===== config.mk =====
export PLATFORM = sky130hd
export DESIGN_NAME = prd_isqrt
export DESIGN_NICKNAME = d
export VERILOG_FILES = /design/src/rtl/core/prd_pkg.sv /design/src/rtl/core/prd_isqrt.sv
export SDC_FILE = /design/constraint.sdc
export NUM_CORES = 2
export LEC_CHECK = 0
export BUFFER_PORTS_ARGS = -buffer_cell sky130_fd_sc_hd__clkbuf_2
export CAP_MARGIN = 20
export CORE_UTILIZATION = 25
export DETAILED_ROUTE_END_ITERATION = 10
export PLACE_DENSITY = 0.39
export SETUP_SLACK_MARGIN = 0.5
export SLEW_MARGIN = 20
export SYNTH_ARGS = -nofsm -noshare
export SYNTH_HDL_FRONTEND = slang
export SYNTH_SLANG_ARGS = --single-unit

===== constraint.sdc =====
create_clock -name clk -period 8.21 [get_ports clk]
set_clock_uncertainty 0.15 [all_clocks]
set_input_delay 0.4105 -clock clk [delete_from_list [all_inputs] [get_ports clk]]
set_output_delay 0.4105 -clock clk [all_outputs]
set_load 0.01 [all_outputs]

===== src/rtl/core/prd_pkg.sv =====
// ----------------------------------------------------------------------------
// prd_pkg
// Shared widths, types, register indexes and helper functions for the
// pinhole ray direction pipeline.
// ----------------------------------------------------------------------------
package prd_pkg;

	// Field widths.
	localparam int COORD_BITS = 12;
	localparam int DIR_BITS   = 16;
	localparam int FOCAL_W    = 32;
	localparam int ROW_W      = 48;
	localparam int CFG_W      = 48;
	localparam int IDX_W      = 3;

	// Fixed point layout.
	localparam int FRAC_BITS  = 16;
	localparam int DIFF_W     = FOCAL_W + 1;
	localparam int PROD_W     = 2 * FOCAL_W;
	localparam int NORM_BITS  = 30;
	localparam int VEC_W      = NORM_BITS + 1;
	localparam int MAT_W      = 16;
	localparam int MP_W       = MAT_W + VEC_W;
	localparam int W_W        = MP_W + 2;
	localparam int SQ_W       = 2 * NORM_BITS + 2;
	localparam int RT_W       = SQ_W / 2;
	localparam int RM_W       = RT_W + 1;
	localparam int LZ_W       = 7;

	localparam logic [DIR_BITS-1:0] MAX_POS = {1'b0, {(DIR_BITS-1){1'b1}}};

	// Register indexes.
	localparam logic [IDX_W-1:0] REG_FOCAL_X  = 3'd0;
	localparam logic [IDX_W-1:0] REG_FOCAL_Y  = 3'd1;
	localparam logic [IDX_W-1:0] REG_CENTER_X = 3'd2;
	localparam logic [IDX_W-1:0] REG_CENTER_Y = 3'd3;
	localparam logic [IDX_W-1:0] REG_INV_ROW0 = 3'd4;
	localparam logic [IDX_W-1:0] REG_INV_ROW1 = 3'd5;
	localparam logic [IDX_W-1:0] REG_INV_ROW2 = 3'd6;

	// Reset values: unit focal lengths, centers at zero, identity matrix.
	localparam logic [FOCAL_W-1:0] FOCAL_RST = 32'h0001_0000;
	localparam logic [ROW_W-1:0]   ROW0_RST  = 48'h4000_0000_0000;
	localparam logic [ROW_W-1:0]   ROW1_RST  = 48'h0000_4000_0000;
	localparam logic [ROW_W-1:0]   ROW2_RST  = 48'h0000_0000_4000;

	// Control that travels with every request.
	typedef struct packed {
		logic valid;
		logic zero;
	} prd_ctl_t;

	// Three-component vector held as sign and magnitude.
	typedef struct packed {
		logic [2:0] neg;
		logic [2:0][NORM_BITS-1:0] mag;
	} prd_vec_t;

	typedef logic [2:0][2:0][MAT_W-1:0] prd_mat_t;

	// Leading zero count over a 64-bit word; returns 64 for zero.
	function automatic logic [LZ_W-1:0] lzc64(input logic [63:0] x);
		logic [LZ_W-1:0] lz;
		lz = LZ_W'(64);
		for (int i = 0; i < 64; i++) begin
			if (x[i]) begin
				lz = LZ_W'(63 - i);
			end
		end
		return lz;
	endfunction

	// Shift left by the shared leading zero count and keep the top bits.
	function automatic logic [NORM_BITS-1:0] norm64(input logic [63:0] x,
			input logic [LZ_W-1:0] lz);
		logic [63:0] t;
		t = x << lz;
		return t[63 -: NORM_BITS];
	endfunction

endpackage


===== src/rtl/core/prd_isqrt.sv =====
// ----------------------------------------------------------------------------
// prd_isqrt
// Pipelined integer square root, one result bit per stage, most significant
// bit first. The vector travels alongside.
// ----------------------------------------------------------------------------
module prd_isqrt (
	input  logic                            clk,
	input  logic                            arst_n,
	input  prd_pkg::prd_ctl_t               ctl_in,
	input  prd_pkg::prd_vec_t               vec_in,
	input  logic [prd_pkg::SQ_W-1:0]        sumsq,
	output prd_pkg::prd_ctl_t               ctl_out,
	output prd_pkg::prd_vec_t               vec_out,
	output logic [prd_pkg::RT_W-1:0]        root
);

	prd_pkg::prd_ctl_t ctl_s [prd_pkg::RT_W+1];
	prd_pkg::prd_vec_t vec_s [prd_pkg::RT_W+1];
	logic [prd_pkg::SQ_W-1:0] rem_s [prd_pkg::RT_W+1];
	logic [prd_pkg::RT_W-1:0] res_s [prd_pkg::RT_W+1];

	assign ctl_s[0] = ctl_in;
	assign vec_s[0] = vec_in;
	assign rem_s[0] = sumsq;
	assign res_s[0] = '0;

	for (genvar i = 0; i < prd_pkg::RT_W; i++) begin : g_stage
		localparam int K = prd_pkg::RT_W - 1 - i;
		logic [prd_pkg::SQ_W-1:0] trial;

		// Growth of the square when bit K of the root is set.
		assign trial = (prd_pkg::SQ_W'(res_s[i]) << (K + 1))
			+ (prd_pkg::SQ_W'(1) << (2 * K));

		always_ff @(posedge clk or negedge arst_n) begin
			if (!arst_n) begin
				ctl_s[i+1] <= '0;
			end else begin
				ctl_s[i+1] <= ctl_s[i];
			end
		end

		always_ff @(posedge clk) begin
			vec_s[i+1] <= vec_s[i];
			if (rem_s[i] >= trial) begin
				rem_s[i+1] <= rem_s[i] - trial;
				res_s[i+1] <= res_s[i] | (prd_pkg::RT_W'(1) << K);
			end else begin
				rem_s[i+1] <= rem_s[i];
				res_s[i+1] <= res_s[i];
			end
		end
	end

	assign ctl_out = ctl_s[prd_pkg::RT_W];
	assign vec_out = vec_s[prd_pkg::RT_W];
	assign root    = res_s[prd_pkg::RT_W];

endmodule


==> flow_metrics.env <==
export IMPL_status="finished with violations"
export IMPL_violations="DRC"
export IMPL_r2r_setup_slack_ns=3.28
export IMPL_overflow=0
export IMPL_cpMaxStageDelayCell="nor4b_1"
export IMPL_crit_required_ns=8.93
export IMPL_dp_hpwl_um=233400
export IMPL_setup_violations_final=0
export IMPL_clkSinkCount=5301
export IMPL_fin_setup_tns_ns=0
export IMPL_yosys_top_cells_area="dfxtp_1, ha_1, xnor2_1"
export IMPL_max_clock_freq_mhz=202.8
export IMPL_place_inst=20163
export IMPL_crit_buf_inv=3
export IMPL_irDropWorstVdd_v=0.0001965
export IMPL_worstMarginPinSlew_ns=1.120
export IMPL_synth_top_area_share=0.6993
export IMPL_cts_tree="built"
export IMPL_die_h_um=776.6
export IMPL_relSlewSlack=0.2425
export IMPL_power_density_nw_per_um2=364.3
export IMPL_post_synth_cell_area_avg_um2=12.37
export IMPL_final_nets=13739
export IMPL_core_um2=598000
export IMPL_yosysTopAreaCell="dfxtp_1"
export IMPL_grt_pass1_wl_um=497600
export IMPL_cap_violations=0
export IMPL_synth_cells=12122
export IMPL_endpoint_kind="flip-flop"
export IMPL_ys_flop_type="dfxtp_1"
export IMPL_critPathLaunchType="flip-flop"
export IMPL_syn_area_um2=150000
export IMPL_power_switching_w=0.01810
export IMPL_critPathKind="flip-flop to flip-flop"
export IMPL_synth_commonest_cells="dfxtp_1, inv_1, nor2_1"
export IMPL_synth_most_common_cell="dfxtp_1"
export IMPL_ys_types=95
export IMPL_fillers=60172
export IMPL_fin_crit_sh=0.6005
export IMPL_yosysSeqAreaShare=0.7096
export IMPL_combPwrFrac=0.135
export IMPL_stdcell_area_um2=183500
export IMPL_holdWs_ns=0.1330
export IMPL_die_area_um2=603000
export IMPL_cp_slowest_stage_delay_ns=0.98
export IMPL_cp_top_family="simple AND/OR/NAND/NOR gates"
export IMPL_drt_first_iter_violations=3367
export IMPL_crit_path_max_fanout=35
export IMPL_intPower_w=0.04877
export IMPL_ys_warn_count=0
export IMPL_p_leak_nw=79.03
export IMPL_area_growth_pct=22.38
export IMPL_vias=83839
export IMPL_finalMaxSlewViolations=0
export IMPL_cts_root_buf="clkbuf_16"
export IMPL_routabilityCongestion=0.8237
export IMPL_final_cells=21531
export IMPL_ys_seq_elements=5301
export IMPL_power_w=0.06686
export IMPL_grt_max_degree=66
export IMPL_ioPinCount=285
export IMPL_seqPwrFrac=0.472
export IMPL_synth_edf_count=0
export IMPL_remaining_drc_errors=60
export IMPL_antenna_found_initial=2
export IMPL_drive_gt1_frac=0.1051
export IMPL_fin_crit_ns=4.930
export IMPL_rsz0062_at_grt="false"
export IMPL_viasPerCell=3.894
export IMPL_clockPowerShare=0.393
export IMPL_rows=284
export IMPL_critical_path_arrival_ns=5.65
export IMPL_grt_pass1_vias=87302
export IMPL_clk_latency_ns=1.06
export IMPL_swShare=0.2707
export IMPL_synth_nets=12806
export IMPL_grt_usage=0.1030
export IMPL_cts_path_max_buffers=4
export IMPL_initial_core_util=0.2508
export IMPL_cp_common_cell="nand4_1"
export IMPL_cts_buffers=578
export IMPL_min_path_type="flip-flop to flip-flop"
export IMPL_synthArstFlopShare=0.01170
export IMPL_clkTransAtPathRegs_ns=0.06
export IMPL_path_cells="inv_1, ha_1, and2_1, nand3_1, nor4b_1, nand4_1, nor4_2, nor3_1, and2_2, buf_4, inv_2, nand4_1, xnor2_1"
export IMPL_hold_viol_final=0
export IMPL_cts_resized=0
export IMPL_firstDrtPassIters=9
export IMPL_port_buffers=284
export IMPL_ant_nets=0
export IMPL_avgRoutedWirePerCell_um=14.74
export IMPL_post_dp_cell_area_um2=160400
export IMPL_dieWidth_um=776.6
export IMPL_routed_wl_um=317400
export IMPL_cts_max_level=6
-- worst reg2reg max path: cells and delay by family (launching register included) --
| family | cells | cell delay (ns) |
|---|---|---|
| flip-flops | 1 | 0.36 |
| AND/OR/NAND/NOR | 8 | 3.02 |
| XOR/XNOR | 1 | 0.19 |
| adder cells (fa/ha/maj) | 1 | 0.34 |
| buffers and inverters | 3 | 0.70 |
-- routing by layer --
layer | wire [um] | vias to the layer above | track usage
li1 | - | 43014 | -
met1 | 130200 | 38663 | 0.1129
met2 | 159700 | 1377 | 0.1905
met3 | 11770 | 785 | 0.01919
met4 | 15690 | 0 | 0.04906
met5 | 0 | - | 0
-- power groups by stage --
stage	clock network (W)	registers [W]	logic, W
after floorplan	0	0.0310	0.00683
after global placement	0	0.0322	0.00901
after detailed placement	0	0.0322	0.00898
after CTS	0.0274	0.0316	0.00916
after global routing	0.0286	0.0320	0.0102
final	0.0263	0.0315	0.00903
-- per-stage QoR --
step | utilization | worst slack, ns
5_1_grt | 0.3069 | 3.083
3_3_place_gp | 0.2681 | 2.650
4_1_cts | 0.3069 | 3.120
2_1_floorplan | - | 4.885
3_5_place_dp | 0.2682 | 3.176
6_report | 0.3069 | 3.280
-- repair_timing --
| action | in CTS | in global routing |
|---|---|---|
| setup buffers | 0 | 0 |
| hold buffers | 320 | 0 |
| endpoints found under the hold margin | 220 | 0 |
-- path summary, 6_finish.rpt --
check	cells past startpoint	endpoint	from
hold / removal	0	vec_s[639]	vec_s[732]
setup reg to reg	13	rem_s[735]	res_s[398]
setup / recovery	13	rem_s[735]	res_s[398]
min in group asynchronous	4	ctl_s[61]	arst_n
max in group asynchronous	4	ctl_s[16]	arst_n
hold reg to reg	0	vec_s[639]	vec_s[732]
-- sequential cells by signal, indices dropped and copies added, names as in the netlist --
signal   cells
ctl_s       60
root        31
vec_s     2790
rem_s     1860
vec_out     93
res_s      465
ctl_out      2
-- cells by family after synthesis --
| family | Yosys count | share of synthesized area |
|---|---|---|
| muxes | 68 | 0.005039 |
| and+or+nand+nor | 2710 | 0.09449 |
| AOI/OAI and AO/OA | 1735 | 0.07198 |
| adders and majority gates | 525 | 0.04380 |
| DFF | 5301 | 0.7096 |
| buffers and inverters | 956 | 0.02679 |
| xor gates and xnor gates | 827 | 0.04829 |
-- placed cells by master (no fill, tap or decap), types with 36 or more instances in the layout --
master         synthesis  routed
dfxtp_1             5239    5239
inv_1                655     655
nor2_1               600     600
clkbuf_16              0     582
nand2_1              572     571
a21oi_1              566     566
ha_1                 525     525
o21ai_0              425     425
xnor2_1              422     422
xor2_1               405     405
dlygate4sd3_1          0     320
nor4_1               310     299
clkbuf_2               0     284
nor3_1               239     236
a21o_1               211     211
nand4_1              164     164
nand3_1              153     152
clkbuf_8               0     123
clkbuf_1             164     120
or3_1                102     102
nand2b_1              94      94
o21a_1                85      85
clkinv_2               0      84
or4_1                 75      75
nor2b_1               75      75
dfrtp_1               62      62
mux2_2                60      60
o21bai_1              54      54
nor4b_1               50      48
buf_4                104      44
o31ai_1               43      43
and3_1                43      43
bufinv_16              0      43
a31oi_1               41      41
or2_2                 39      39
a211oi_1              40      38
and2_1                37      36
-- layout make-up --
class	instances	area, um^2	share of cell area
antenna	8	20.02	0.0001091
clock buffer	825	16710	0.09103
timing repair buffer	649	4960	0.02702
inverter	660	2477	0.01350
tap	8008	10020	0.05459
sequential	5301	106400	0.5799
multi-input combinational	5865	39710	0.2164
clock inverter	215	3214	0.01751
(Power assumes the default switching activity.)
